===== src/rtl/core/wbps_pkg.sv =====
// Shared types and constants for the wildcard byte pattern scanner.
package wbps_pkg;

  localparam int CFG_INDEX_W     = 3;
  localparam int CFG_DATA_W      = 64;
  localparam int OFFSET_W        = 32;
  localparam int RESULT_OFF_W    = 34;
  localparam int ADDRESS_W       = 64;
  localparam int PATTERN_WORDS   = 4;
  localparam int PATTERN_REG_BYTES = 32;
  localparam int REL_FIELD_BYTES = 4;

  // Configuration register indexes
  localparam logic [CFG_INDEX_W-1:0] CFG_PATTERN_0   = 3'd0;
  localparam logic [CFG_INDEX_W-1:0] CFG_PATTERN_1   = 3'd1;
  localparam logic [CFG_INDEX_W-1:0] CFG_PATTERN_2   = 3'd2;
  localparam logic [CFG_INDEX_W-1:0] CFG_PATTERN_3   = 3'd3;
  localparam logic [CFG_INDEX_W-1:0] CFG_CARE_MASK   = 3'd4;
  localparam logic [CFG_INDEX_W-1:0] CFG_PATTERN_LEN = 3'd5;
  localparam logic [CFG_INDEX_W-1:0] CFG_DISP_OFFSET = 3'd6;
  localparam logic [CFG_INDEX_W-1:0] CFG_IMAGE_BASE  = 3'd7;

  // Relative-resolution controls derived from the configuration
  typedef struct packed {
    logic                    rel_en;
    logic [RESULT_OFF_W-1:0] adj;
  } wbps_rel_t;

endpackage


===== src/rtl/core/wbps_if.sv =====
// Handshake channels of the scanner: input bytes, results and configuration writes.
interface wbps_in_if;
  logic                              valid;
  logic                              ready;
  logic [7:0]                        data_byte;
  logic [wbps_pkg::OFFSET_W-1:0]     byte_offset;
  logic                              section_first;
  logic                              section_last;

  modport source (output valid, data_byte, byte_offset, section_first, section_last,
                  input ready);
  modport sink (input valid, data_byte, byte_offset, section_first, section_last,
                output ready);
endinterface

interface wbps_out_if;
  logic                                  valid;
  logic                                  ready;
  logic                                  found;
  logic signed [wbps_pkg::RESULT_OFF_W-1:0] resolved_offset;
  logic [wbps_pkg::ADDRESS_W-1:0]        resolved_address;

  modport source (output valid, found, resolved_offset, resolved_address, input ready);
  modport sink (input valid, found, resolved_offset, resolved_address, output ready);
endinterface

interface wbps_cfg_if;
  logic                             valid;
  logic                             ready;
  logic [wbps_pkg::CFG_INDEX_W-1:0] index;
  logic [wbps_pkg::CFG_DATA_W-1:0]  data;

  modport source (output valid, index, data, input ready);
  modport sink (input valid, index, data, output ready);
endinterface


===== src/rtl/core/wbps_align.sv =====
// Aligns the configured pattern to window positions and derives the relative-mode controls.
module wbps_align #(
  parameter int MAX_PATTERN_BYTES = 32
) (
  input  logic [wbps_pkg::PATTERN_WORDS-1:0][63:0]      pattern_word,
  input  logic [wbps_pkg::PATTERN_REG_BYTES-1:0]        care_mask,
  input  logic [5:0]                                    pattern_length,
  input  logic [5:0]                                    disp_offset,
  output logic [$clog2(MAX_PATTERN_BYTES+1)-1:0]        eff_len,
  output logic [MAX_PATTERN_BYTES-1:0]                  acare,
  output logic [MAX_PATTERN_BYTES-1:0][7:0]             apat,
  output logic [$clog2(MAX_PATTERN_BYTES)-1:0]          rel_pos,
  output wbps_pkg::wbps_rel_t                           rel
);

  localparam int LW = $clog2(MAX_PATTERN_BYTES + 1);
  localparam int IW = $clog2(MAX_PATTERN_BYTES);
  localparam int OW = wbps_pkg::RESULT_OFF_W;

  logic [wbps_pkg::PATTERN_REG_BYTES-1:0][7:0] pat_bytes;
  logic [6:0] len7;
  logic [6:0] len_clamp;
  logic [6:0] pos7;
  logic       rel_en;

  assign pat_bytes = pattern_word;

  // Clamp the length to 1..MAX_PATTERN_BYTES
  assign len7 = {1'b0, pattern_length};
  always_comb begin
    if (len7 == 7'd0) begin
      len_clamp = 7'd1;
    end else if (len7 > 7'(MAX_PATTERN_BYTES)) begin
      len_clamp = 7'(MAX_PATTERN_BYTES);
    end else begin
      len_clamp = len7;
    end
  end
  assign eff_len = LW'(len_clamp);

  // Window position k holds match byte eff_len-1-k; bytes without a register are wildcards
  for (genvar k = 0; k < MAX_PATTERN_BYTES; k++) begin : g_pos
    logic [7:0] idx;
    logic       in_use;
    assign idx    = {1'b0, len_clamp} - 8'(k + 1);
    assign in_use = (8'(k) < {1'b0, len_clamp}) &&
                    (idx < 8'(wbps_pkg::PATTERN_REG_BYTES));
    assign acare[k] = in_use & care_mask[idx[4:0]];
    assign apat[k]  = pat_bytes[idx[4:0]];
  end

  // Relative field must lie wholly inside the match
  assign rel_en  = !disp_offset[5] &&
                   ({2'b00, disp_offset[4:0]} + 7'(wbps_pkg::REL_FIELD_BYTES) <= len_clamp);
  assign pos7    = len_clamp - 7'd1 - {2'b00, disp_offset[4:0]};
  assign rel_pos = pos7[IW-1:0];

  // Constant part of the result: -(len-1), plus offset+4 in relative mode
  assign rel.rel_en = rel_en;
  assign rel.adj    = (rel_en ? OW'(disp_offset[4:0]) + OW'(wbps_pkg::REL_FIELD_BYTES)
                              : OW'(0))
                      - OW'(len_clamp) + OW'(1);

endmodule


===== src/rtl/core/wildcard_byte_pattern_scan.sv =====
// Top level of the wildcard byte pattern scanner.
// Takes one section byte per cycle while input ready is high and reports the first
// wildcard pattern match in each section (or one miss at the section's end). A byte is
// captured into the byte window on acceptance; once the result register is free, every
// window position is compared in parallel with the aligned pattern and the hit, offset
// and address are registered into the result register. The window and the result
// register form a two-deep pipeline: input ready drops only while the result register
// holds an untaken result and the window stage is full. Configuration writes are always
// accepted and take effect on the next window evaluation.
module wildcard_byte_pattern_scan #(
  parameter int MAX_PATTERN_BYTES = 32
) (
  input  logic              clk,
  input  logic              rst,
  wbps_cfg_if.sink          cfg,
  wbps_in_if.sink           scan,
  wbps_out_if.source        result
);

  localparam int LW = $clog2(MAX_PATTERN_BYTES + 1);
  localparam int IW = $clog2(MAX_PATTERN_BYTES);
  localparam int OW = wbps_pkg::RESULT_OFF_W;
  localparam int AW = wbps_pkg::ADDRESS_W;

  // Configuration registers
  logic [wbps_pkg::PATTERN_WORDS-1:0][63:0] pattern_word;
  logic [31:0]                              care_mask;
  logic [5:0]                               pattern_length;
  logic [5:0]                               disp_offset;
  logic [AW-1:0]                            image_base;

  // Window stage
  logic [7:0]                         win [MAX_PATTERN_BYTES];
  logic [LW-1:0]                      fill;
  logic                               p_valid;
  logic                               p_first;
  logic                               p_last;
  logic [wbps_pkg::OFFSET_W-1:0]      p_offset;

  // Result stage
  logic                               section_hit;
  logic                               out_valid;
  logic                               out_found;
  logic [OW-1:0]                      out_offset;
  logic [AW-1:0]                      out_address;

  // Aligned pattern
  logic [LW-1:0]                      eff_len;
  logic [MAX_PATTERN_BYTES-1:0]       acare;
  logic [MAX_PATTERN_BYTES-1:0][7:0]  apat;
  logic [IW-1:0]                      rel_pos;
  wbps_pkg::wbps_rel_t                rel;

  logic                               out_free;
  logic                               advance;
  logic                               in_take;
  logic                               ev;
  logic [MAX_PATTERN_BYTES-1:0]       pos_ok;
  logic                               match;
  logic                               hit_prev;
  logic                               hit_now;
  logic                               produce;
  logic [31:0]                        raw;
  logic [OW-1:0]                      res;
  logic [OW-1:0]                      res_next;
  logic [AW-1:0]                      addr_next;

  wbps_align #(
    .MAX_PATTERN_BYTES (MAX_PATTERN_BYTES)
  ) u_align (
    .pattern_word   (pattern_word),
    .care_mask      (care_mask),
    .pattern_length (pattern_length),
    .disp_offset    (disp_offset),
    .eff_len        (eff_len),
    .acare          (acare),
    .apat           (apat),
    .rel_pos        (rel_pos),
    .rel            (rel)
  );

  // Configuration writes
  assign cfg.ready = 1'b1;

  always_ff @(posedge clk) begin
    if (rst) begin
      pattern_word   <= '0;
      care_mask      <= '0;
      pattern_length <= 6'd1;
      disp_offset    <= 6'h3F;
      image_base     <= '0;
    end else if (cfg.valid) begin
      unique case (cfg.index)
        wbps_pkg::CFG_PATTERN_0:   pattern_word[0] <= cfg.data;
        wbps_pkg::CFG_PATTERN_1:   pattern_word[1] <= cfg.data;
        wbps_pkg::CFG_PATTERN_2:   pattern_word[2] <= cfg.data;
        wbps_pkg::CFG_PATTERN_3:   pattern_word[3] <= cfg.data;
        wbps_pkg::CFG_CARE_MASK:   care_mask       <= cfg.data[31:0];
        wbps_pkg::CFG_PATTERN_LEN: pattern_length  <= cfg.data[5:0];
        wbps_pkg::CFG_DISP_OFFSET: disp_offset     <= cfg.data[5:0];
        wbps_pkg::CFG_IMAGE_BASE:  image_base      <= cfg.data;
        default: ;
      endcase
    end
  end

  // Handshake: the window stage advances when its request can move on
  assign out_free    = !out_valid || result.ready;
  assign advance     = !p_valid || out_free;
  assign scan.ready  = advance;
  assign in_take     = scan.valid && advance;
  assign ev          = p_valid && out_free;

  // Shift the byte into the window
  always_ff @(posedge clk) begin
    if (in_take) begin
      win[0] <= scan.data_byte;
      for (int k = 1; k < MAX_PATTERN_BYTES; k++) begin
        win[k] <= win[k-1];
      end
      p_offset <= scan.byte_offset;
    end
  end

  // Window fill and stage control; restart after a section boundary
  always_ff @(posedge clk) begin
    if (rst) begin
      p_valid <= 1'b0;
      p_first <= 1'b0;
      p_last  <= 1'b0;
      fill    <= '0;
    end else begin
      if (advance) begin
        p_valid <= scan.valid;
      end
      if (in_take) begin
        p_first <= scan.section_first;
        p_last  <= scan.section_last;
        if (scan.section_first || p_last) begin
          fill <= LW'(1);
        end else if (fill != LW'(MAX_PATTERN_BYTES)) begin
          fill <= fill + LW'(1);
        end
      end
    end
  end

  // Compare every window position in parallel
  for (genvar k = 0; k < MAX_PATTERN_BYTES; k++) begin : g_cmp
    assign pos_ok[k] = !acare[k] || (win[k] == apat[k]);
  end
  assign match = (&pos_ok) && (fill >= eff_len);

  assign hit_prev = section_hit && !p_first;
  assign hit_now  = !hit_prev && match;
  assign produce  = hit_now || (p_last && !hit_prev);

  // Gather the little-endian displacement from the window
  assign raw = {win[rel_pos - IW'(3)], win[rel_pos - IW'(2)],
                win[rel_pos - IW'(1)], win[rel_pos]};

  // Resolve offset and address
  assign res       = OW'(p_offset) + rel.adj +
                     (rel.rel_en ? {{(OW-32){raw[31]}}, raw} : OW'(0));
  assign res_next  = hit_now ? res : OW'(0);
  assign addr_next = hit_now ? image_base + {{(AW-OW){res[OW-1]}}, res} : AW'(0);

  // Result register and first-hit flag
  always_ff @(posedge clk) begin
    if (rst) begin
      out_valid   <= 1'b0;
      section_hit <= 1'b0;
    end else begin
      if (out_free) begin
        out_valid <= ev && produce;
      end
      if (ev) begin
        section_hit <= !p_last && (hit_prev || hit_now);
      end
    end
  end

  always_ff @(posedge clk) begin
    if (ev) begin
      out_found   <= hit_now;
      out_offset  <= res_next;
      out_address <= addr_next;
    end
  end

  assign result.valid            = out_valid;
  assign result.found            = out_found;
  assign result.resolved_offset  = $signed(out_offset);
  assign result.resolved_address = out_address;

  // Checks
  a_fill_bound: assert property (@(posedge clk) disable iff (rst)
    fill <= LW'(MAX_PATTERN_BYTES))
    else $error("window fill above capacity");

  a_first_restart: assert property (@(posedge clk) disable iff (rst)
    (scan.valid && scan.ready && scan.section_first) |=> (fill == LW'(1)))
    else $error("window not restarted on section start");

  a_last_clears: assert property (@(posedge clk) disable iff (rst)
    (ev && p_last) |=> !section_hit)
    else $error("hit flag survives section end");

  a_one_per_eval: assert property (@(posedge clk) disable iff (rst)
    (out_valid && !result.ready) |-> !ev)
    else $error("result stage overwritten while stalled");

endmodule


===== src/flat_wrapper.sv =====
// flat-port wrapper written by rule: the top's interface ports become plain ports
module wildcard_byte_pattern_scan_flat 
#(
  parameter int MAX_PATTERN_BYTES = 32
)
  (clk, rst, cfg_valid, cfg_index, cfg_data, cfg_ready, scan_valid, scan_data_byte, scan_byte_offset, scan_section_first, scan_section_last, scan_ready, result_valid, result_found, result_resolved_offset, result_resolved_address, result_ready);
  wbps_cfg_if cfg_i ();
  wbps_in_if scan_i ();
  wbps_out_if result_i ();
  input  logic clk;
  input  logic rst;
  input wire logic [$bits(cfg_i.valid)-1:0] cfg_valid;
  input wire logic [$bits(cfg_i.index)-1:0] cfg_index;
  input wire logic [$bits(cfg_i.data)-1:0] cfg_data;
  output wire logic [$bits(cfg_i.ready)-1:0] cfg_ready;
  input wire logic [$bits(scan_i.valid)-1:0] scan_valid;
  input wire logic [$bits(scan_i.data_byte)-1:0] scan_data_byte;
  input wire logic [$bits(scan_i.byte_offset)-1:0] scan_byte_offset;
  input wire logic [$bits(scan_i.section_first)-1:0] scan_section_first;
  input wire logic [$bits(scan_i.section_last)-1:0] scan_section_last;
  output wire logic [$bits(scan_i.ready)-1:0] scan_ready;
  output wire logic [$bits(result_i.valid)-1:0] result_valid;
  output wire logic [$bits(result_i.found)-1:0] result_found;
  output wire logic [$bits(result_i.resolved_offset)-1:0] result_resolved_offset;
  output wire logic [$bits(result_i.resolved_address)-1:0] result_resolved_address;
  input wire logic [$bits(result_i.ready)-1:0] result_ready;
  assign cfg_i.valid = cfg_valid;
  assign cfg_i.index = cfg_index;
  assign cfg_i.data = cfg_data;
  assign cfg_ready = cfg_i.ready;
  assign scan_i.valid = scan_valid;
  assign scan_i.data_byte = scan_data_byte;
  assign scan_i.byte_offset = scan_byte_offset;
  assign scan_i.section_first = scan_section_first;
  assign scan_i.section_last = scan_section_last;
  assign scan_ready = scan_i.ready;
  assign result_valid = result_i.valid;
  assign result_found = result_i.found;
  assign result_resolved_offset = result_i.resolved_offset;
  assign result_resolved_address = result_i.resolved_address;
  assign result_i.ready = result_ready;
  wildcard_byte_pattern_scan #(.MAX_PATTERN_BYTES(MAX_PATTERN_BYTES)) u_core (.clk(clk), .rst(rst), .cfg(cfg_i), .scan(scan_i), .result(result_i));
endmodule

===== config.mk =====
export PLATFORM = sky130hd
export DESIGN_NAME = wildcard_byte_pattern_scan_flat
export DESIGN_NICKNAME = d
export VERILOG_FILES = /design/src/rtl/core/wbps_pkg.sv /design/src/rtl/core/wbps_if.sv /design/src/rtl/core/wbps_align.sv /design/src/rtl/core/wildcard_byte_pattern_scan.sv /design/src/flat_wrapper.sv
export SDC_FILE = /design/constraint.sdc
export NUM_CORES = 2
export LEC_CHECK = 0
export BUFFER_PORTS_ARGS = -buffer_cell sky130_fd_sc_hd__buf_4
export CAP_MARGIN = 20
export CORE_AREA = 2 2 389 391
export CTS_BUF_LIST = sky130_fd_sc_hd__clkbuf_16
export DETAILED_ROUTE_END_ITERATION = 10
export DIE_AREA = 0 0 391 393
export PLACE_DENSITY = 0.73
export SYNTH_ARGS = -nofsm -noshare
export SYNTH_HDL_FRONTEND = slang
export SYNTH_SLANG_ARGS = --single-unit

===== constraint.sdc =====
create_clock -name clk -period 18.4 [get_ports clk]
set_clock_uncertainty 0.15 [all_clocks]
set_input_delay 0 -clock clk [delete_from_list [all_inputs] [get_ports clk]]
set_output_delay 0 -clock clk [all_outputs]
set_load 0.01 [all_outputs]

; Yosys cells after proc, flatten, opt, wreduce, memory -nomap -nowiden
; Memories as Yosys holds them, arrays and structs flattened.
; Index checks and enable logic that the tools add are counted.
; Widths: inputs -> output; s select.
[op_classes]
addsub = 45
order_cmp = 99
eq_ne = 40
n_mux = 136
bitwise_logic = 32
reduce_logical = 129
[ops]
columns = operator, n
row1 = $bmux 8 s5, 32
row2 = $eq 8x8->1, 32
row3 = $lt 8x6->1 const B, 32
row4 = $mux 8, 32
row5 = $lt 5x6->1 const B, 32
row6 = $bmux 1 s5, 32
row7 = $sub 6x5->7 const B, 16
row8 = $lt 5x6->1 const A, 16
row9 = $add 64x64->64, 1
row10 = $sub 6x4->7 const B, 8
row11 = $lt 4x6->1 const A, 8
row12 = $logic_and 1x1->1, 41
row13 = $logic_not 1->1, 38
row14 = $logic_or 1x1->1, 37
row15 = $add 33x8->34, 1
row16 = $add 34x34->34, 1
row17 = $mux 1, 34
row18 = $mux 34, 1
row19 = $and 1x1->1, 32
row20 = $reduce_and 32->1, 1
row21 = $mux 6, 5
row22 = $sub 6x3->7 const B, 4
row23 = $lt 3x6->1 const A, 4
row24 = $reduce_and 2->1, 9
row25 = other kinds (22), 32
[totals]
register_bits = 506
mem_bits_rw = 256
inputBits = 114
out_inout_bits = 102
word_cells = 500
mem_count = 1
[memory_table]
columns = name, words, width, rd, rd_clocked_by_memory_dff, write_ports, line
row1 = u_core.win, 32, 8, 36, 0, 32, wildcard_byte_pattern_scan.sv:33  ; logic [7:0] win [MAX_PATTERN_BYTES];

; Depth between registers and ports, before layout
[logic_depth]
depth_word = 14
depth_mapped = 54

; Hierarchy
; From an unflattened synthesis, not the netlist that was laid out.
[unflattened]
hier_cells = 7130
hier_area_um2 = 66701.5
[by_module_without_submodules]
columns = module, instances, cells_per_inst, area_each_um2, seq_area_each_um2
row1 = wildcard_byte_pattern_scan, 1, 3976, 42295.6, 19128.3
row2 = wbps_align, 1, 3154, 24405.9, 0.0

; Worst setup path before layout
; No wires, ideal clock.
[synth_timing]
kind = register to register
from = reg u_core.pattern_length[2]
to = reg u_core.out_address[60] (netlist: u_core.result.resolved_address[60]) (data pin)
setup_time_ns = 0.203
t_arrival_ns = 14.621
t_required_ns = 18.047
slack_ns = 3.426
path_stages_with_launch = 52
n_path_buf = 10
period_less_slack_ns = 14.974
cell_sequence = dfxtp_1 > buf_2 > or4_4 > o21ai_2 > buf_2 > buf_4 > buf_2 > buf_2 > buf_2 > ha_1 > clkbuf_1 > clkbuf_1 > buf_1 > nand3_1 > nor2_1 > a21oi_1 > or2_2 > clkbuf_1 > [... 16 more ...] > o21bai_1 > a21oi_1 > o31ai_1 > o41ai_1 > xor2_1 > ha_1 > a21o_1 > a21o_1 > a21oi_1 > o21ai_0 > nand2_1 > nand3_1 > o221ai_1 > o22ai_1 > o41ai_1 > nor2b_1 > a221o_1 > a2111oi_1
[synth_between]
elab_cells_between_ends = 407
classes_between = 42 x add/sub / 67 x order compare / 32 x eq/ne / 132 x mux / 32 x bitwise / 101 x reduce/logical / 1 x memory
[synth_rtl]
columns = element, line
row1 = start: declaration, wildcard_byte_pattern_scan.sv:28  ; logic [5:0] pattern_length;
row2 = start signal: assignment, wildcard_byte_pattern_scan.sv:99  ; wbps_pkg::CFG_PATTERN_LEN: pattern_length <= cfg.data[5:0];
row3 = $gt 6x6->1, wbps_align.sv:33  ; end else if (len7 > 7'(MAX_PATTERN_BYTES)) begin
row4 = $mux 6, wbps_align.sv:33
row5 = $mux 6 *, wbps_align.sv:31  ; if (len7 == 7'd0) begin
row6 = $le 6x6->1, wbps_align.sv:54  ; ({2'b00, disp_offset[4:0]} + 7'(wbps_pkg::REL_FIELD_BYTES) <= len_clamp);
row7 = $logic_and 1x1->1, wbps_align.sv:53  ; assign rel_en = !disp_offset[5] &&
row8 = $mux 6, wbps_align.sv:60  ; assign rel.adj = (rel_en ? OW'(disp_offset[4:0]) + OW'(wbps_pkg::REL_FIELD_BYTES)
row9 = $sub 6x6->7, wbps_align.sv:62  ; - OW'(len_clamp) + OW'(1);
row10 = $add 7x2->8, wbps_align.sv:62
row11 = $add 33x8->34, wildcard_byte_pattern_scan.sv:163  ; assign res = OW'(p_offset) + rel.adj +
row12 = $add 34x34->34 *, wildcard_byte_pattern_scan.sv:163
row13 = net u_core.res[33], wildcard_byte_pattern_scan.sv:64  ; logic [OW-1:0] res;
row14 = $add 64x64->64 *, wildcard_byte_pattern_scan.sv:166  ; assign addr_next = hit_now ? image_base + {{(AW-OW){res[OW-1]}}, res} : AW'(0);
row15 = end signal: assignment, wildcard_byte_pattern_scan.sv:187  ; out_address <= addr_next;
row16 = end: declaration, wildcard_byte_pattern_scan.sv:45  ; logic [AW-1:0] out_address;
; Mark *: on every way through the listed nets, which the timed path passes. The rest lies on a longest branch. The select of a mux whose other input is x is not followed.
; A chain may end at the register's enable or synchronous reset.

; Final worst setup path
[layout_timing]
from = reg u_core.pattern_length[5]
to = reg u_core.out_address[60] (netlist: u_core.result.resolved_address[60]) (data pin)
; Same word-level chain as after synthesis.

==> results.cfg <==
[sta]
holdWs_ns = 0.0153
rsz0062_at_grt = no
min_period_ns = 13.74
fmax_ghz = 0.0728
finalHoldViolations = 0
fin_ws_ns = 4.66
tns_ns = 0
fin_crit_sh_pct = 74.7
setup_viol = 0
slew_viol_final = 6
tightest_slew_ns = 1.56
slew_headroom_pct = -4.03

[clocking]
insertion_delay_ns = 0.77
clock_path_buffers = 3
cts_tree = done
cts_buffers = 89
htree_num_levels = 3
cts_resized = 0
cts_setup_buffers = 0
clkSinkCount = 762
ctsHoldBuffers = 211
clk_pin_slew_worst_paths_ns = 0.07
cts-root-buf = clkbuf_16

[finish]
fin_util_pct = 55.3
finalInstanceArea_um2 = 82600
nets = 7997
areaGrowthSynthToFinish_pct = 11.3
drive_gt1_share_pct = 18.1
fillers = 13100

[setup_path]
crit_path_max_incr_delay_ns = 0.77
crit_arrival_ns = 14.15
path_class = reg2reg
critical_path_required_ns = 18.81
worst_setup_path_end_kind = flop
cp_num_buf_inv = 5
cp_max_fo = 40
crit_top_cell = buf_4
r2r_start = u_core.pattern_length[5]$_SDFFE_PP0P_
crit_family = compound AO/OA/AOI/OAI gates
critical_path.slowest_cell = dfxtp_4
crit_path_start_kind = flop
startpoint = u_core.pattern_length[5]$_SDFFE_PP0P_

[synth]
synth-seq-area-share_pct = 25.8
syn_area_um2 = 74200
synth_nets = 7957
yosysWarningCount = 0
synth-edff-count = 387
synthCells = 7654
ys.flop_type = edfxtp_1
async_reset_ff_share_pct = 0
syn-mean-instance-area_um2 = 9.69
synth_cell_types = 99
ys_seq_elements = 762

[grt]
grt_antenna_before_repair = 40
track_usage_pct = 49.0
grt-ovfl-total = 0
grt_max_degree = 192
grt_pass1_wl_um = 525000
grt_pass1_vias = 66700

[job]
cap_viol_max_count = 0

[detailed_routing]
postRouteAntennaNets = 0
wl_um = 386000
vias_per_cell = 7.47
vias = 72800
drt_iter0_drc = 13600
remaining_drc_errors = 0
first_pass_iters = 11
wl_per_cell_um = 39.6

[floorplanning]
io_pins = 216
rows = 142
start_util_pct = 49.7
fp.dieArea_um2 = 154000
die_h_um = 393
dieWidth_um = 391
core-area_um2 = 149000

[min_path]
hold_start = cfg_data[35]
min_path_type = in2reg

[placed_design]
place.gp.congestion = 1.17
portBuffers = 214
preCtsSetupSlack_ns = 5.00
dp_hpwl_um = 290000
placed_area_um2 = 77300

[power_and_ir_drop]
power_density_nw_per_um2 = 68.7
p_leak_nw = 30.5
peakVddDrop_mv = 0.0800

[outcome]
violations = slew limit
status = complete, but fails checks
## cells in the final DEF (no fill, tap or decap), types with 24 or more instances in the layout
master	count
a31oi_1	61
a21oi_1	580
nand2_1	1090
edfxtp_1	387
a2111oi_0	41
dfxtp_1	372
inv_1	164
o21a_1	25
xor2_1	211
clkbuf_16	91
diode_2	28
xnor2_1	305
nand3_1	143
and2_1	39
mux4_2	612
mux2i_1	913
nor2b_1	81
dlygate4sd3_1	210
nand4_1	55
a22oi_1	46
a211o_1	24
o21ai_0	144
and3_1	50
fa_1	35
a211oi_1	52
and4_1	29
a32oi_1	30
o211ai_1	63
a21o_1	64
or3_1	47
nand2b_1	75
nor3_1	104
nor4_1	37
ha_1	149
o22ai_1	62
nor3b_1	27
buf_4	392
mux2_2	127
nor2_1	317
## area by class of cell
| cell class | count | area [µm²] | share of cell area [%] |
|---|---|---|---|
| timing repair buffer | 618 | 5260 | 6.37 |
| inverter | 169 | 667 | 0.808 |
| tap | 1944 | 2430 | 2.95 |
| antenna | 28 | 70.1 | 0.0849 |
| multi-input combinational | 6054 | 52000 | 63.0 |
| sequential | 762 | 19100 | 23.2 |
| clock inverter | 73 | 719 | 0.871 |
| clock buffer | 91 | 2280 | 2.76 |
## cells by family (layout without fill, tap and decap cells)
group	after synthesis	after routing	share of synthesized area, %
AO/OA/AOI/OAI	1482	1482	13.1
flip-flops	762	762	25.8
AND/OR/NAND/NOR	2190	2190	13.6
XOR/XNOR	537	537	6.36
adder cells (fa/ha/maj)	189	189	3.55
buffers and inverters	838	951	4.73
other	1	29	0.00505
multiplexers	1655	1655	32.9
## tightest hold or removal path, stage by stage
cell and delay (ns):
dlygate4sd3_1 0.54, buf_4 0.21, nand2_1 0.08, a21oi_1 0.05
## synth_stat cells (89+ instances only)
cell type,n,area [µm²]
nand2_1,1092,4100
mux4_2,612,13800
clkbuf_1,399,1500
nor2_1,327,1230
a21oi_1,582,2910
xor2_1,215,1880
dfxtp_1,375,7510
inv_1,161,604
nor3_1,106,531
nand3_1,145,726
o21ai_0,146,731
edfxtp_1,387,11600
mux2_2,127,1430
xnor2_1,321,2810
buf_2,132,661
mux2i_1,915,9160
ha_1,153,1910
buf_1,89,334
## per-stage QoR
stage / instances / power [mW]
floorplan: 7654 / 3.07
global placement: 9319 / 3.66
detailed placement: 9324 / 3.69
CTS: 9699 / 5.58
global route: 9715 / 5.79
finish: 9739 / 5.67
## flip-flops by register name, summed over array words and instances, names as in the netlist
signal / flops
u_core.disp_offset: 6
u_core.win: 256
u_core.pattern_length: 6
u_core.result.resolved_offset: 34
u_core.result.found: 1
u_core.result.resolved_address: 64
u_core.section_hit: 1
u_core.p_last: 1
u_core.result.valid: 1
u_core.pattern_word: 256
u_core.image_base: 64
u_core.p_first: 1
u_core.p_offset: 32
u_core.care_mask: 32
u_core.p_valid: 1
u_core.fill: 6
## per-layer routing
layer | wire length (µm) | global-route usage (%) | part of all wire (%) | vias up
met5 | 468 | 0 | 0.12 | -
met4 | 35500 | 35.4 | 9.2 | 30
met3 | 65000 | 23.6 | 17 | 1518
met2 | 151000 | 66.3 | 39 | 6678
met1 | 134000 | 60.2 | 35 | 35500
li1 | - | - | - | 29100
## path summary, 6_finish.rpt
path | end | slack, ns | cells after the start
max | u_core.result.resolved_address[60]$_SDFFCE_PN0P_ | 4.66 | 39
min | u_core.pattern_word[35]$_SDFFE_PP0P_ | 0.02 | 4
max reg2reg | u_core.result.resolved_address[60]$_SDFFCE_PN0P_ | 4.66 | 39
min reg2reg | u_core.image_base[63]$_SDFFE_PP0P_ | 0.31 | 2
## report_power, final
part	leakage, nW	switching, mW	internal (mW)
sequential	6.81	0.196	1.89
combinational	22.2	1.02	0.683
clock	1.48	0.830	1.05
Power figures use the tool's default switching activity.
